--- src/rtl/core/arphr_pkg.sv ---
`timescale 1ns / 1ps
package arphr_pkg;

  localparam int FRAC_BITS = 16;
  localparam int TIME_W    = 32;

  localparam int CODE_W    = 12;
  localparam int TSTAMP_W  = 32;
  localparam int MENV_W    = 12;
  localparam int IVL_W     = 16;
  localparam int RATE_W    = 12;
  localparam int CFG_W     = 16;

  localparam int IN_TDATA_W  = ((CODE_W + TSTAMP_W + 7) / 8) * 8;
  localparam int OUT_FLD_W   = RATE_W + 2;
  localparam int OUT_TDATA_W = ((OUT_FLD_W + 7) / 8) * 8;
  localparam int OUT_PAD     = OUT_TDATA_W - OUT_FLD_W;

  // converter code to millivolts: round(code * 3300 * 2^F / 4095)
  localparam int MV_FULL   = 3300;
  localparam int MV_FULL_W = 12;
  localparam int ADC_MAX   = 4095;
  localparam int ADC_HALF  = 2047;

  localparam int MV_W   = MV_FULL_W + FRAC_BITS;
  localparam int ST_W   = MV_W + 4;
  localparam int THR_W  = ST_W + 1;
  localparam int DIF_W  = ST_W + 2;
  localparam int COEF_W = FRAC_BITS + 1;
  localparam int PROD_W = DIF_W + COEF_W;

  // serial divider
  localparam int DIVD_W = CODE_W + MV_FULL_W + FRAC_BITS;
  localparam int DSR_W  = IVL_W;
  localparam int CNT_W  = $clog2(DIVD_W + 1);

  // rate = round(960000 / interval), saturated
  localparam int RATE_NUM   = 960000;
  localparam int RATE_NUM_W = 20;
  localparam int RATE_MAX   = 4095;

  localparam longint ONE_Q = longint'(1) << FRAC_BITS;
  localparam logic [COEF_W-1:0] A_BASE = COEF_W'((ONE_Q * 1 + 500) / 1000);
  localparam logic [COEF_W-1:0] A_ATT  = COEF_W'((ONE_Q * 15 + 50) / 100);
  localparam logic [COEF_W-1:0] A_DEC  = COEF_W'((ONE_Q * 2 + 500) / 1000);

  localparam logic [MENV_W-1:0] MENV_RST = MENV_W'(100);
  localparam logic [IVL_W-1:0]  MINV_RST = IVL_W'(300);
  localparam logic [IVL_W-1:0]  MAXV_RST = IVL_W'(2000);

  typedef enum logic [1:0] {
    CFG_MIN_ENV = 2'd0,
    CFG_MIN_IVL = 2'd1,
    CFG_MAX_IVL = 2'd2
  } cfg_idx_t;

  typedef struct packed {
    logic capture;
    logic div_start;
    logic div_sel_rate;
    logic mv_load;
    logic base_mul;
    logic base_upd;
    logic env_mul;
    logic env_upd;
    logic thresh;
    logic decide;
    logic rate_load;
    logic out_load;
  } cmd_t;

  typedef struct packed {
    logic div_done;
    logic rate_go;
  } stat_t;

endpackage

--- src/rtl/core/arphr_div.sv ---
`timescale 1ns / 1ps
module arphr_div (
  input  logic                          clk,
  input  logic                          rst_n,
  input  logic                          start,
  input  logic [arphr_pkg::DIVD_W-1:0]  dividend,
  input  logic [arphr_pkg::DSR_W-1:0]   divisor,
  input  logic [arphr_pkg::CNT_W-1:0]   steps,
  output logic                          done,
  output logic [arphr_pkg::DIVD_W-1:0]  quotient
);
  import arphr_pkg::*;

  logic [DIVD_W-1:0] quo_r, quo_nxt;
  logic [DSR_W-1:0]  rem_r, rem_nxt;
  logic [DSR_W-1:0]  dsr_r;
  logic [CNT_W-1:0]  cnt_r;
  logic              busy_r;
  logic              done_r;
  logic [DSR_W:0]    trial;
  logic [DSR_W:0]    diff;
  logic              ge;

  // restoring division, one quotient bit per cycle
  always_comb begin
    trial   = {rem_r, quo_r[DIVD_W-1]};
    diff    = trial - {1'b0, dsr_r};
    ge      = trial >= {1'b0, dsr_r};
    rem_nxt = ge ? diff[DSR_W-1:0] : trial[DSR_W-1:0];
    quo_nxt = {quo_r[DIVD_W-2:0], ge};
  end

  always_ff @(posedge clk) begin
    if (!rst_n) begin
      busy_r <= 1'b0;
      done_r <= 1'b0;
      cnt_r  <= '0;
    end else begin
      done_r <= 1'b0;
      if (start) begin
        busy_r <= 1'b1;
        cnt_r  <= steps;
      end else if (busy_r) begin
        cnt_r <= cnt_r - CNT_W'(1);
        if (cnt_r == CNT_W'(1)) begin
          busy_r <= 1'b0;
          done_r <= 1'b1;
        end
      end
    end
  end

  always_ff @(posedge clk) begin
    if (start) begin
      quo_r <= dividend;
      rem_r <= '0;
      dsr_r <= divisor;
    end else if (busy_r) begin
      quo_r <= quo_nxt;
      rem_r <= rem_nxt;
    end
  end

  assign done     = done_r;
  assign quotient = quo_r;

endmodule

--- src/rtl/core/arphr_datapath.sv ---
`timescale 1ns / 1ps
module arphr_datapath (
  input  logic                              clk,
  input  logic                              rst_n,
  input  logic [arphr_pkg::IN_TDATA_W-1:0]  in_tdata,
  output logic [arphr_pkg::OUT_TDATA_W-1:0] out_tdata,
  input  logic                              cfg_we,
  input  logic [1:0]                        cfg_index,
  input  logic [arphr_pkg::CFG_W-1:0]       cfg_wdata,
  input  arphr_pkg::cmd_t                   cmd,
  output arphr_pkg::stat_t                  stat
);
  import arphr_pkg::*;

  logic [MENV_W-1:0] menv_r;
  logic [IVL_W-1:0]  minv_r;
  logic [IVL_W-1:0]  maxv_r;

  logic [CODE_W-1:0] code_r;
  logic [TIME_W-1:0] time_r;
  logic [MV_W-1:0]   mv_r;
  logic signed [ST_W-1:0]   b_r;
  logic signed [ST_W-1:0]   env_r;
  logic signed [PROD_W-1:0] prod_r;
  logic              above_r;
  logic              was_r;
  logic [TIME_W-1:0] last_r;
  logic              have_r;
  logic [IVL_W-1:0]  intv_r;
  logic [RATE_W-1:0] rate_r;
  logic              beat_r;
  logic              upd_r;
  logic              ob_r;
  logic              ou_r;
  logic [RATE_W-1:0] orate_r;

  logic [DIVD_W-1:0] red_r;
  logic [MV_W-1:0]   acc_r;
  logic              mvb_r;
  logic              mvd_r;

  logic [DIVD_W-1:0] div_dvd;
  logic [DSR_W-1:0]  div_dsr;
  logic [CNT_W-1:0]  div_steps;
  logic              div_done;
  logic [DIVD_W-1:0] div_quo;
  logic              div_go;

  logic [DIVD_W-1:0]        mv_dvd;
  logic [DIVD_W-CODE_W-1:0] red_hi;
  logic [CODE_W-1:0]        red_lo;
  logic                     mv_go;

  logic signed [ST_W-1:0]   mv_s;
  logic signed [DIF_W-1:0]  dev;
  logic signed [DIF_W-1:0]  mul_a;
  logic signed [COEF_W-1:0] coef;
  logic signed [PROD_W-1:0] prod;
  logic signed [PROD_W-1:0] shr;
  logic signed [ST_W-1:0]   floor_q;
  logic signed [ST_W-1:0]   env_used;
  logic signed [THR_W-1:0]  thr;
  logic [TIME_W-1:0]        intv;
  logic                     beat;
  logic                     in_win;
  logic [RATE_NUM_W-1:0]    rq;

  always_comb begin
    div_go    = cmd.div_start && cmd.div_sel_rate;
    mv_go     = cmd.div_start && !cmd.div_sel_rate;
    div_dvd   = (DIVD_W'(RATE_NUM) + DIVD_W'(intv_r >> 1)) << (DIVD_W - RATE_NUM_W);
    div_dsr   = intv_r;
    div_steps = CNT_W'(RATE_NUM_W);
    mv_dvd    = ((DIVD_W'(code_r) * DIVD_W'(MV_FULL)) << FRAC_BITS) + DIVD_W'(ADC_HALF);
    red_hi    = red_r[DIVD_W-1:CODE_W];
    red_lo    = red_r[CODE_W-1:0];
  end

  arphr_div u_div (
    .clk      (clk),
    .rst_n    (rst_n),
    .start    (div_go),
    .dividend (div_dvd),
    .divisor  (div_dsr),
    .steps    (div_steps),
    .done     (div_done),
    .quotient (div_quo)
  );

  // divide by 4095 = 2^12 - 1: fold the high part back onto the low part
  // until it fits in 12 bits, then one final compare
  always_ff @(posedge clk) begin
    if (!rst_n) begin
      mvb_r <= 1'b0;
      mvd_r <= 1'b0;
    end else begin
      mvd_r <= 1'b0;
      if (mv_go) begin
        mvb_r <= 1'b1;
      end else if (mvb_r && (red_hi == '0)) begin
        mvb_r <= 1'b0;
        mvd_r <= 1'b1;
      end
    end
  end

  always_ff @(posedge clk) begin
    if (mv_go) begin
      red_r <= mv_dvd;
      acc_r <= '0;
    end else if (mvb_r) begin
      if (red_hi != '0) begin
        acc_r <= acc_r + MV_W'(red_hi);
        red_r <= DIVD_W'(red_lo) + DIVD_W'(red_hi);
      end else if (red_lo == CODE_W'(ADC_MAX)) begin
        acc_r <= acc_r + MV_W'(1);
        red_r <= '0;
      end
    end
  end

  always_comb begin
    mv_s = $signed(ST_W'(mv_r));
    dev  = DIF_W'(mv_s) - DIF_W'(b_r);
    if (cmd.env_mul) begin
      mul_a = dev - DIF_W'(env_r);
      coef  = (dev > DIF_W'(env_r)) ? $signed(A_ATT) : $signed(A_DEC);
    end else begin
      mul_a = dev;
      coef  = $signed(A_BASE);
    end
    prod = mul_a * coef;
    shr  = prod_r >>> FRAC_BITS;

    floor_q  = $signed(ST_W'({menv_r, {FRAC_BITS{1'b0}}}));
    env_used = (env_r > floor_q) ? env_r : floor_q;
    thr      = THR_W'(b_r) + THR_W'(env_used >>> 1);

    intv   = time_r - last_r;
    beat   = above_r && !was_r;
    in_win = (intv > TIME_W'(minv_r)) && (intv < TIME_W'(maxv_r));
    rq     = div_quo[RATE_NUM_W-1:0];
  end

  assign stat.div_done = div_done || mvd_r;
  assign stat.rate_go  = beat && have_r && in_win;

  always_ff @(posedge clk) begin
    if (!rst_n) begin
      menv_r <= MENV_RST;
      minv_r <= MINV_RST;
      maxv_r <= MAXV_RST;
    end else if (cfg_we) begin
      case (cfg_idx_t'(cfg_index))
        CFG_MIN_ENV: menv_r <= cfg_wdata[MENV_W-1:0];
        CFG_MIN_IVL: minv_r <= cfg_wdata[IVL_W-1:0];
        CFG_MAX_IVL: maxv_r <= cfg_wdata[IVL_W-1:0];
        default: ;
      endcase
    end
  end

  // detector state
  always_ff @(posedge clk) begin
    if (!rst_n) begin
      b_r    <= '0;
      env_r  <= '0;
      was_r  <= 1'b0;
      last_r <= '0;
      have_r <= 1'b0;
      rate_r <= '0;
    end else begin
      if (cmd.base_upd) begin
        b_r <= b_r + shr[ST_W-1:0];
      end
      if (cmd.env_upd) begin
        env_r <= env_r + shr[ST_W-1:0];
      end
      if (cmd.decide) begin
        was_r <= above_r;
        if (beat) begin
          last_r <= time_r;
          have_r <= 1'b1;
        end
      end
      if (cmd.rate_load) begin
        rate_r <= (rq > RATE_NUM_W'(RATE_MAX)) ? RATE_W'(RATE_MAX) : rq[RATE_W-1:0];
      end
    end
  end

  // per-request working registers
  always_ff @(posedge clk) begin
    if (cmd.capture) begin
      code_r <= in_tdata[CODE_W-1:0];
      time_r <= in_tdata[CODE_W +: TIME_W];
    end
    if (cmd.mv_load) begin
      mv_r <= acc_r;
    end
    if (cmd.base_mul || cmd.env_mul) begin
      prod_r <= prod;
    end
    if (cmd.thresh) begin
      above_r <= THR_W'(mv_s) > thr;
    end
    if (cmd.decide) begin
      intv_r <= intv[IVL_W-1:0];
      beat_r <= beat;
      upd_r  <= 1'b0;
    end
    if (cmd.rate_load) begin
      upd_r <= 1'b1;
    end
    if (cmd.out_load) begin
      ob_r    <= beat_r;
      ou_r    <= upd_r;
      orate_r <= rate_r;
    end
  end

  assign out_tdata = {{OUT_PAD{1'b0}}, orate_r, ou_r, ob_r};

endmodule

--- src/rtl/core/arphr_ctrl.sv ---
`timescale 1ns / 1ps
module arphr_ctrl (
  input  logic              clk,
  input  logic              rst_n,
  input  logic              in_tvalid,
  output logic              in_tready,
  output logic              out_tvalid,
  input  logic              out_tready,
  input  arphr_pkg::stat_t  stat,
  output arphr_pkg::cmd_t   cmd
);
  import arphr_pkg::*;

  typedef enum logic [3:0] {
    S_IDLE,
    S_MV_GO,
    S_MV_WAIT,
    S_BASE_MUL,
    S_BASE_UPD,
    S_ENV_MUL,
    S_ENV_UPD,
    S_THRESH,
    S_DECIDE,
    S_RATE_GO,
    S_RATE_WAIT,
    S_FINISH
  } state_t;

  state_t state_r, state_nxt;
  logic   out_valid_r, out_valid_nxt;
  logic   out_free;

  assign out_free = !out_valid_r || out_tready;

  always_comb begin
    state_nxt     = state_r;
    out_valid_nxt = out_valid_r;
    cmd           = '0;
    if (out_valid_r && out_tready) begin
      out_valid_nxt = 1'b0;
    end
    case (state_r)
      S_IDLE: begin
        if (in_tvalid) begin
          cmd.capture = 1'b1;
          state_nxt   = S_MV_GO;
        end
      end
      S_MV_GO: begin
        cmd.div_start = 1'b1;
        state_nxt     = S_MV_WAIT;
      end
      S_MV_WAIT: begin
        if (stat.div_done) begin
          cmd.mv_load = 1'b1;
          state_nxt   = S_BASE_MUL;
        end
      end
      S_BASE_MUL: begin
        cmd.base_mul = 1'b1;
        state_nxt    = S_BASE_UPD;
      end
      S_BASE_UPD: begin
        cmd.base_upd = 1'b1;
        state_nxt    = S_ENV_MUL;
      end
      S_ENV_MUL: begin
        cmd.env_mul = 1'b1;
        state_nxt   = S_ENV_UPD;
      end
      S_ENV_UPD: begin
        cmd.env_upd = 1'b1;
        state_nxt   = S_THRESH;
      end
      S_THRESH: begin
        cmd.thresh = 1'b1;
        state_nxt  = S_DECIDE;
      end
      S_DECIDE: begin
        cmd.decide = 1'b1;
        state_nxt  = stat.rate_go ? S_RATE_GO : S_FINISH;
      end
      S_RATE_GO: begin
        cmd.div_start    = 1'b1;
        cmd.div_sel_rate = 1'b1;
        state_nxt        = S_RATE_WAIT;
      end
      S_RATE_WAIT: begin
        cmd.div_sel_rate = 1'b1;
        if (stat.div_done) begin
          cmd.rate_load = 1'b1;
          state_nxt     = S_FINISH;
        end
      end
      S_FINISH: begin
        if (out_free) begin
          cmd.out_load  = 1'b1;
          out_valid_nxt = 1'b1;
          state_nxt     = S_IDLE;
        end
      end
      default: begin
        state_nxt = S_IDLE;
      end
    endcase
  end

  always_ff @(posedge clk) begin
    if (!rst_n) begin
      state_r     <= S_IDLE;
      out_valid_r <= 1'b0;
    end else begin
      state_r     <= state_nxt;
      out_valid_r <= out_valid_nxt;
    end
  end

  assign in_tready  = (state_r == S_IDLE);
  assign out_tvalid = out_valid_r;

  a_load_needs_room: assert property (@(posedge clk) disable iff (!rst_n)
    cmd.out_load |-> (!out_valid_r || out_tready))
    else $error("result register overwritten while occupied");

  a_done_when_waiting: assert property (@(posedge clk) disable iff (!rst_n)
    stat.div_done |-> (state_r == S_MV_WAIT || state_r == S_RATE_WAIT))
    else $error("divider finished outside a wait state");

  a_accept_starts_div: assert property (@(posedge clk) disable iff (!rst_n)
    (in_tvalid && in_tready) |=> cmd.div_start)
    else $error("accepted request did not start scaling");

  a_one_step: assert property (@(posedge clk) disable iff (!rst_n)
    $onehot0({cmd.capture, cmd.div_start, cmd.mv_load, cmd.base_mul, cmd.base_upd,
              cmd.env_mul, cmd.env_upd, cmd.thresh, cmd.decide, cmd.rate_load,
              cmd.out_load}))
    else $error("more than one datapath step at once");

endmodule

--- src/rtl/core/adaptive_r_peak_heart_rate_core.sv ---
`timescale 1ns / 1ps
// Adaptive-threshold R-peak detector with heart-rate estimate.
// in_*  : one request per ECG sample; in_tdata = {time_ms[31:0], sample_code[11:0]}.
// out_* : one result per request; out_tdata = {heart_rate_x16, rate_updated,
//         beat_detected}, padded to 16 bits.
// cfg_* : write-only registers, cfg_index 0 = min_envelope_mv, 1 = min_interval_ms,
//         2 = max_interval_ms; other indexes are ignored. Write only while idle.
// One request is processed at a time; the next request can be taken in the
// cycle after the previous result is loaded into the output register.
// Scaling the code to millivolts folds by 4095, taking longer for some codes than
// others; the rate uses a 20-step serial divider. in_tready is high only while no
// request is in flight.
// The result sits in an output register, so the next request is accepted while
// it waits; if the receiver stalls, the following result is held back until the
// register drains, and no further request is taken until then.
// Reset (rst_n low at a clock edge) clears baseline, envelope, beat history and
// rate, and loads the registers with 100 mV, 300 ms and 2000 ms.
module adaptive_r_peak_heart_rate_core (
  input  logic                              clk,
  input  logic                              rst_n,
  input  logic                              in_tvalid,
  output logic                              in_tready,
  // [11:0] sample_code, [43:12] time_ms
  input  logic [arphr_pkg::IN_TDATA_W-1:0]  in_tdata,
  output logic                              out_tvalid,
  input  logic                              out_tready,
  // [0] beat_detected, [1] rate_updated, [13:2] heart_rate_x16
  output logic [arphr_pkg::OUT_TDATA_W-1:0] out_tdata,
  input  logic                              cfg_we,
  input  logic [1:0]                        cfg_index,
  input  logic [arphr_pkg::CFG_W-1:0]       cfg_wdata
);
  import arphr_pkg::*;

  cmd_t  cmd;
  stat_t stat;

  arphr_ctrl u_ctrl (
    .clk        (clk),
    .rst_n      (rst_n),
    .in_tvalid  (in_tvalid),
    .in_tready  (in_tready),
    .out_tvalid (out_tvalid),
    .out_tready (out_tready),
    .stat       (stat),
    .cmd        (cmd)
  );

  arphr_datapath u_dp (
    .clk       (clk),
    .rst_n     (rst_n),
    .in_tdata  (in_tdata),
    .out_tdata (out_tdata),
    .cfg_we    (cfg_we),
    .cfg_index (cfg_index),
    .cfg_wdata (cfg_wdata),
    .cmd       (cmd),
    .stat      (stat)
  );

endmodule
--- config.mk ---
export PLATFORM = sky130hd
export DESIGN_NAME = adaptive_r_peak_heart_rate_core
export DESIGN_NICKNAME = d
export VERILOG_FILES = /design/src/rtl/core/arphr_pkg.sv /design/src/rtl/core/arphr_div.sv /design/src/rtl/core/arphr_datapath.sv /design/src/rtl/core/arphr_ctrl.sv /design/src/rtl/core/adaptive_r_peak_heart_rate_core.sv
export SDC_FILE = /design/constraint.sdc
export NUM_CORES = 2
export LEC_CHECK = 0
export ABC_AREA = 1
export BUFFER_PORTS_ARGS = -buffer_cell sky130_fd_sc_hd__buf_2
export CORE_AREA = 2 2 294 296
export CTS_BUF_LIST = sky130_fd_sc_hd__clkbuf_16
export DETAILED_ROUTE_END_ITERATION = 10
export DIE_AREA = 0 0 296 298
export PLACE_DENSITY = 0.71
export SETUP_SLACK_MARGIN = 0.3
export SYNTH_ARGS = -nofsm -noshare
export SYNTH_HDL_FRONTEND = slang
export SYNTH_HIERARCHICAL = 1
export SYNTH_SLANG_ARGS = --single-unit
export TNS_END_PERCENT = 1
--- constraint.sdc ---
create_clock -name clk -period 13.4 [get_ports clk]
set_input_delay 0 -clock clk [delete_from_list [all_inputs] [get_ports clk]]
set_output_delay 0 -clock clk [all_outputs]
set_load 0.05 [all_outputs]
; ---- Word level (Yosys, flattened, before mapping)
; Index checks and enable logic that the tools add are counted.
; Widths: inputs -> output; s select.
[word_totals]
register_bits = 462
inputBits = 71
out_inout_bits = 18
elab_cells = 159
[op_classes]
n_addsub = 13
mul = 2
order_cmp = 7
eq_ne = 19
muxes = 47
n_bitwise = 2
n_reduce_logical = 35
[op_table]
columns = op, count
row1 = $mux 40, 6
row2 = $add 32x32->32, 2
row3 = $mux 28, 2
row4 = $mul 34x15->48, 1
row5 = $pmux 4 s12, 1
row6 = $add 40x11->40 const B, 1
row7 = $mux 34, 1
row8 = $sub 33x32->34, 1
row9 = $add 32x31->33, 1
row10 = $gt 29x33->1, 1
row11 = $gt 33x32->1, 1
row12 = $sub 29x32->33, 1
row13 = $gt 32x16->1, 1
row14 = $gt 32x29->1, 1
row15 = $lt 32x16->1, 1
row16 = $mux 32, 1
row17 = $sub 32x32->32, 1
row18 = $add 12x28->29, 1
row19 = $add 28x1->28 const B, 1
row20 = $add 28x28->28, 1
row21 = $logic_not 28->1, 1
row22 = $mux 14, 2
row23 = $reduce_bool 28->1, 1
row24 = $mux 1, 25
row25 = 33 further kinds, 69

; ---- Depth between registers and ports, before layout
[depth]
ltp_word = 7
mapped_depth = 56
ltp_nobuf = 55

; ---- Hierarchy
; Netlist, hierarchy kept.
[modules_own_cells]
columns = module, instances, cells_each, area_each_um2, seq_area_each_um2
row1 = arphr_datapath, 1, 5416, 41315.9, 8988.6
row2 = arphr_div, 1, 569, 4523.1, 2162.1
row3 = arphr_ctrl, 1, 69, 426.7, 100.1

; ---- Worst setup path after synthesis
; Ideal clock, no wire load.
[synth_timing]
path_type = flip-flop to flip-flop
start = register u_dp.mv_r[0]
end = register u_dp.prod_r[45], data pin
setup_ps = 260
arrival_time_ps = 8685
t_required_ps = 13140
setup_slack_ps = 4455
path_stages_with_launch = 46
n_path_buf = 0
period_less_slack_ps = 8945
cell_sequence = edfxtp_1 -> inv_1 -> ha_1 -> inv_1 -> fa_1 -> nand3_1 -> nand2_1 -> a21oi_2 -> o21ai_2 -> nand3_1 -> nand2_1 -> a21oi_1 -> o21ai_2 -> nand3_1 -> xor2_1 -> inv_1 -> ha_1 -> a21oi_1 -> [... 10 more ...] -> inv_1 -> ha_1 -> inv_1 -> fa_1 -> inv_1 -> fa_1 -> fa_1 -> inv_1 -> fa_1 -> inv_1 -> ha_1 -> a21oi_1 -> o21ai_0 -> a21oi_1 -> nor2_1 -> a2111oi_0 -> nand2_1 -> xor2_1
[synth_between]
elab_chain_len = 5
word_cells_on_any_way = 7
cone_classes = add/sub: 2 / mul: 1 / order compare: 1 / mux: 3
[synth_lines]
columns = element, line_no
row1 = start: declaration, arphr_datapath.sv:21  ; logic [MV_W-1:0] mv_r;
row2 = start signal: assignment, arphr_datapath.sv:199  ; mv_r <= acc_r;
row3 = $sub 29x32->33 *, arphr_datapath.sv:124  ; dev = DIF_W'(mv_s) - DIF_W'(b_r);
row4 = $gt 33x32->1, arphr_datapath.sv:127  ; coef = (dev > DIF_W'(env_r)) ? $signed(A_ATT) : $signed(A_DEC);
row5 = $mux 14, arphr_datapath.sv:127
row6 = $mux 14, arphr_datapath.sv:125  ; if (cmd.env_mul) begin
row7 = $mul 34x15->48 *, arphr_datapath.sv:132  ; prod = mul_a * coef;
row8 = named net u_dp.prod[45], arphr_datapath.sv:58  ; logic signed [PROD_W-1:0] prod;
row9 = end signal: assignment, arphr_datapath.sv:202  ; prod_r <= prod;
row10 = end: declaration, arphr_datapath.sv:24  ; logic signed [PROD_W-1:0] prod_r;
; The timed path passes the listed nets; every way through them passes the cells marked *.
; A chain may end at the register's enable or synchronous reset.

; ---- Final worst setup path
[layout_timing]
start = register u_dp.b_r[1]
end = register u_dp.prod_r[39], data pin
[layout_between]
elab_chain_len = 5
word_cells_on_any_way = 7
cone_classes = add/sub: 2 / mul: 1 / order compare: 1 / mux: 3
[layout_lines]
columns = element, line_no
row1 = start: declaration, arphr_datapath.sv:22  ; logic signed [ST_W-1:0] b_r;
row2 = start signal: assignment, arphr_datapath.sv:174  ; b_r <= b_r + shr[ST_W-1:0];
row3 = $sub 29x32->33 *, arphr_datapath.sv:124
row4 = $gt 33x32->1, arphr_datapath.sv:127
row5 = $mux 14, arphr_datapath.sv:127
row6 = $mux 14, arphr_datapath.sv:125
row7 = $mul 34x15->48 *, arphr_datapath.sv:132
row8 = named net u_dp.prod[39], arphr_datapath.sv:58
; Marks and branches as above.

==> metrics.md <==
| Metric | Value |
|---|---|
| Cell area after synthesis | between 40000 and 50000 um^2 |
| DRC | 0 |
| Vias in the first global route | 38.4k |
| # setup viols final | 0 |
| Cell Pwr Density | 223 nW/um^2 |
| Most used cell, CP | inv_1 |
| Worst-Margin Slew | 1.12 ns |
| Seq/Total Area, Yosys | roughly a quarter |
| Cells on Worst Hold Path | 2 |
| Placer Congestion | just under 1 |
| Tcrit/Tclk final | about 80% |
| Flip-flop and latch count after synthesis | 446 |
| Post-DP HPWL | approximately 110000 um |
| Leakage Power | between 20 and 30 nW |
| Die area | ~88000 um^2 |
| Initial core utilization | 54.5% |
| Crit-path max cell delay | between 0.5 and 0.6 ns |
| Average instance area after synthesis | 7.64 um^2 |
| WP data arrival | roughly 11 ns |
| CP startpoint kind | flip-flop |
| Commonest non-fill, non-tap cell in the layout | inv_1 |
| Most frequent cells in the layout | 1231 x inv_1, 1031 x nand2_1, 578 x ha_1 |
| Final std cells w/o fill | between 7k and 8k |
| Nets | between 7k and 8k |
| DP Cell Count | roughly 7.2k |
| Io pins | 89 |
| Post-Synthesis Cells | a little over 6k |
| CTS Root Cell | clkbuf_16 |
| R2R Setup Slk | approximately 2.5 ns |
| Ant diodes | 0 |
| Clock Path Buffers | 3 |
| Hold Path Class | input pin to flip-flop |
| Die extent in x | approximately 300 um |
| Fmax achieved | 0.0922 GHz |
| Critical path startpoint | u_dp/b_r[1] |
| Routed WL | 133000 um |
| Global route overflow | 0 |
| RSZ-0062 raised after global routing | no |
| Final Power | between 10 and 15 mW |
| Clock skew | roughly 0.033 ns |
| Initial antenna violation count | 3 |
| Routed via count | approximately 40k |
| VDD IR max | 0.508 mV |
| Vias per cell | 5.44 |
| Worst setup path endpoint | u_dp/prod_r[39] |
| Ys flop type | edfxtp_1 |
| CP max FO | 16 |
| Required @ worst endpoint | 13.75 ns |
| Slew headroom | roughly 25% |
| Number of synthesized flops with an enable pin | about 230 |
| Setup repair bufs after CTS | 0 |
| Port bufs | just over 80 |
| Hold Slack | 0.0990 ns |
| DR iter-0 viols | approximately 3.2k |
| Slew Viols, Final | 0 |
| Status | completed |
| Largest net degree at the start of global routing | around 100 |
| Skew-Pair Late Insertion Delay | ~0.63 ns |
| Clock slew at reported path FFs | about 0.070 ns |
| Num rows | 107 |
| Setup TNS Final | 0 ns |
| Critical path's slowest cell | nor2_1 |
| R2r startpoint | u_dp/b_r[1] |
| Layout area overhead | 8.74% |
| Fin crit period | between 10 and 15 ns |
| Fraction of registers with async set/reset | 0% |
| GRT Util Overall | around 30% |
| Global-route wire length before repair | around 210000 um |
| Setup crit end kind | flip-flop |
| Drt wl/cell | 18.0 um |
| CORE AREA | between 80000 and 90000 um^2 |
| Crit path kind | flip-flop to flip-flop |
| R2R depth | between 40 and 50 |
| CTS H-Tree Depth | 2 |
| Fin. Hold Viols | 0 |
| CTS Sinks | approximately 450 |
| DRT Pass-1 Iters | 6 |
| Die height | a little under 300 um |
| Share of layout cells above drive strength 1 | ~4.9% |
| MaxCap Viol Count | 0 |
| Post-route ant nets | 0 |
| TritonCTS Buffers | 47 |
| Netlist cell types | 67 |
| CTS tree | built |
| Crit Reg-Reg Endpoint | u_dp/prod_r[39] |
| Yosys warning count | 6 |
-- metrics by stage --
stage / setup WS, ns / util [%] / instance area [um^2]
after floorplan: 4.45 / - / 46400
after global placement: 2.82 / 56.5 / 48000
after detailed placement: 2.76 / 56.5 / 48000
after CTS: 2.73 / 59.3 / 50300
after global routing: 1.76 / 59.3 / 50300
final: 2.55 / 59.3 / 50300
-- area by class of cell --
class,count,area [um^2]
Clock inverter,38,372
Tap cell,1144,1430
Inverter,1251,4700
Sequential cell,446,11300
Multi-Input combinational cell,4279,30000
Timing Repair Buffer,178,1310
Fill cell,7837,34600
Clock buffer,50,1250
-- kinds of logic after synthesis --
| group | Yosys count | synth area share [%] |
|---|---|---|
| and+or+nand+nor | 1955 | 17.8 |
| buffers and inverters | 1370 | 11.3 |
| AOI/OAI and AO/OA | 1199 | 14.4 |
| adders and majority gates | 866 | 28.1 |
| DFF | 446 | 24.3 |
| xor gates and xnor gates | 216 | 4.09 |
| other | 2 | 0.0162 |
-- metal layers --
layer / up-vias / GRT usage [%] / share of wire, %
li1: 19900 / - / -
met5: - / 0 / 0.0053
met3: 243 / 6.36 / 7.9
met4: 2 / 9.88 / 3.5
met2: 1299 / 46.1 / 43
met1: 18700 / 42.2 / 45
-- worst max-delay path, delay by kind of cell, from the launching register on --
family / cells / cell delay (ns)
simple gates: 10 / 1.50
fa+ha+maj: 9 / 3.69
flops: 1 / 0.44
compound gates: 15 / 3.40
buf+inv: 9 / 0.97
xor+xnor: 2 / 0.49
-- state kept, by name, indices dropped and copies added, names as in the netlist, 12 cells and up --
register,cells
u_dp/env_r,32
u_dp/b_r,32
u_dp/u_div/quotient,40
u_dp/last_r,32
u_dp/code_r,12
u_dp/prod_r,32
u_dp/rate_r,12
u_dp/minv_r,16
u_dp/red_r,40
u_dp/menv_r,12
u_dp/u_div/rem_r,16
u_dp/maxv_r,16
u_dp/orate_r,12
u_dp/u_div/dsr_r,16
u_dp/div_dsr,16
u_dp/acc_r,28
u_dp/time_r,32
u_dp/mv_r,28
-- what timing repair did --
action,in CTS,in global routing
hold buffers,73,0
resized for setup,0,0
endpoints found under the hold margin,92,0
-- worst min-delay path by stage --
stage                 start  slack, ns                   to
4_1_cts        in_tdata[29]       0.07      u_dp/time_r[17]
6_report       in_tdata[29]        0.1      u_dp/time_r[17]
2_1_floorplan         rst_n        0.1  u_dp/u_div/cnt_r[0]
5_1_grt        in_tdata[31]       0.08      u_dp/time_r[19]
3_3_place_gp   in_tdata[12]       0.18       u_dp/time_r[0]
3_5_place_dp   in_tdata[28]       0.18      u_dp/time_r[16]
-- report_power, final --
part | leakage, nW | total (mW) | switching (mW) | internal [mW]
combinational | 20.4 | 7.60 | 4.93 | 2.67
sequential | 3.88 | 2.23 | 0.299 | 1.93
clock | 0.825 | 1.39 | 0.591 | 0.797
total | 25.1 | 11.2 | 5.82 | 5.39
-- cells in the mapped netlist (all sizes together) (2+ instances only) --
master,n,area (um^2)
nor2,514,2020
a221oi,14,123
o2111ai,3,26.3
a21oi,563,2850
o221a,3,33.8
o21bai,25,191
xnor2,76,666
dfxtp,214,4280
clkinv,4,15.0
nand3b,13,97.6
edfxtp,232,6970
xor2,140,1230
inv,1247,4680
nand4,52,325
a211oi,14,105
o221ai,8,70.1
a21o,24,180
nand3,205,1080
or2,15,93.8
a21boi,21,161
nor4,33,206
o31ai,7,52.6
nand2,1051,4020
o21ai,409,2110
a22oi,2,15.0
or4,3,22.5
nor3b,2,20.0
o211ai,24,185
conb,2,7.51
fa,288,5770
and2,5,31.3
buf,23,148
nor3,56,280
ha,578,7230
o22ai,6,37.5
clkbuf,96,360
a221o,2,20.0
o21a,34,255
a31oi,37,231
and3,5,31.3
Power figures use the tool's default switching activity.
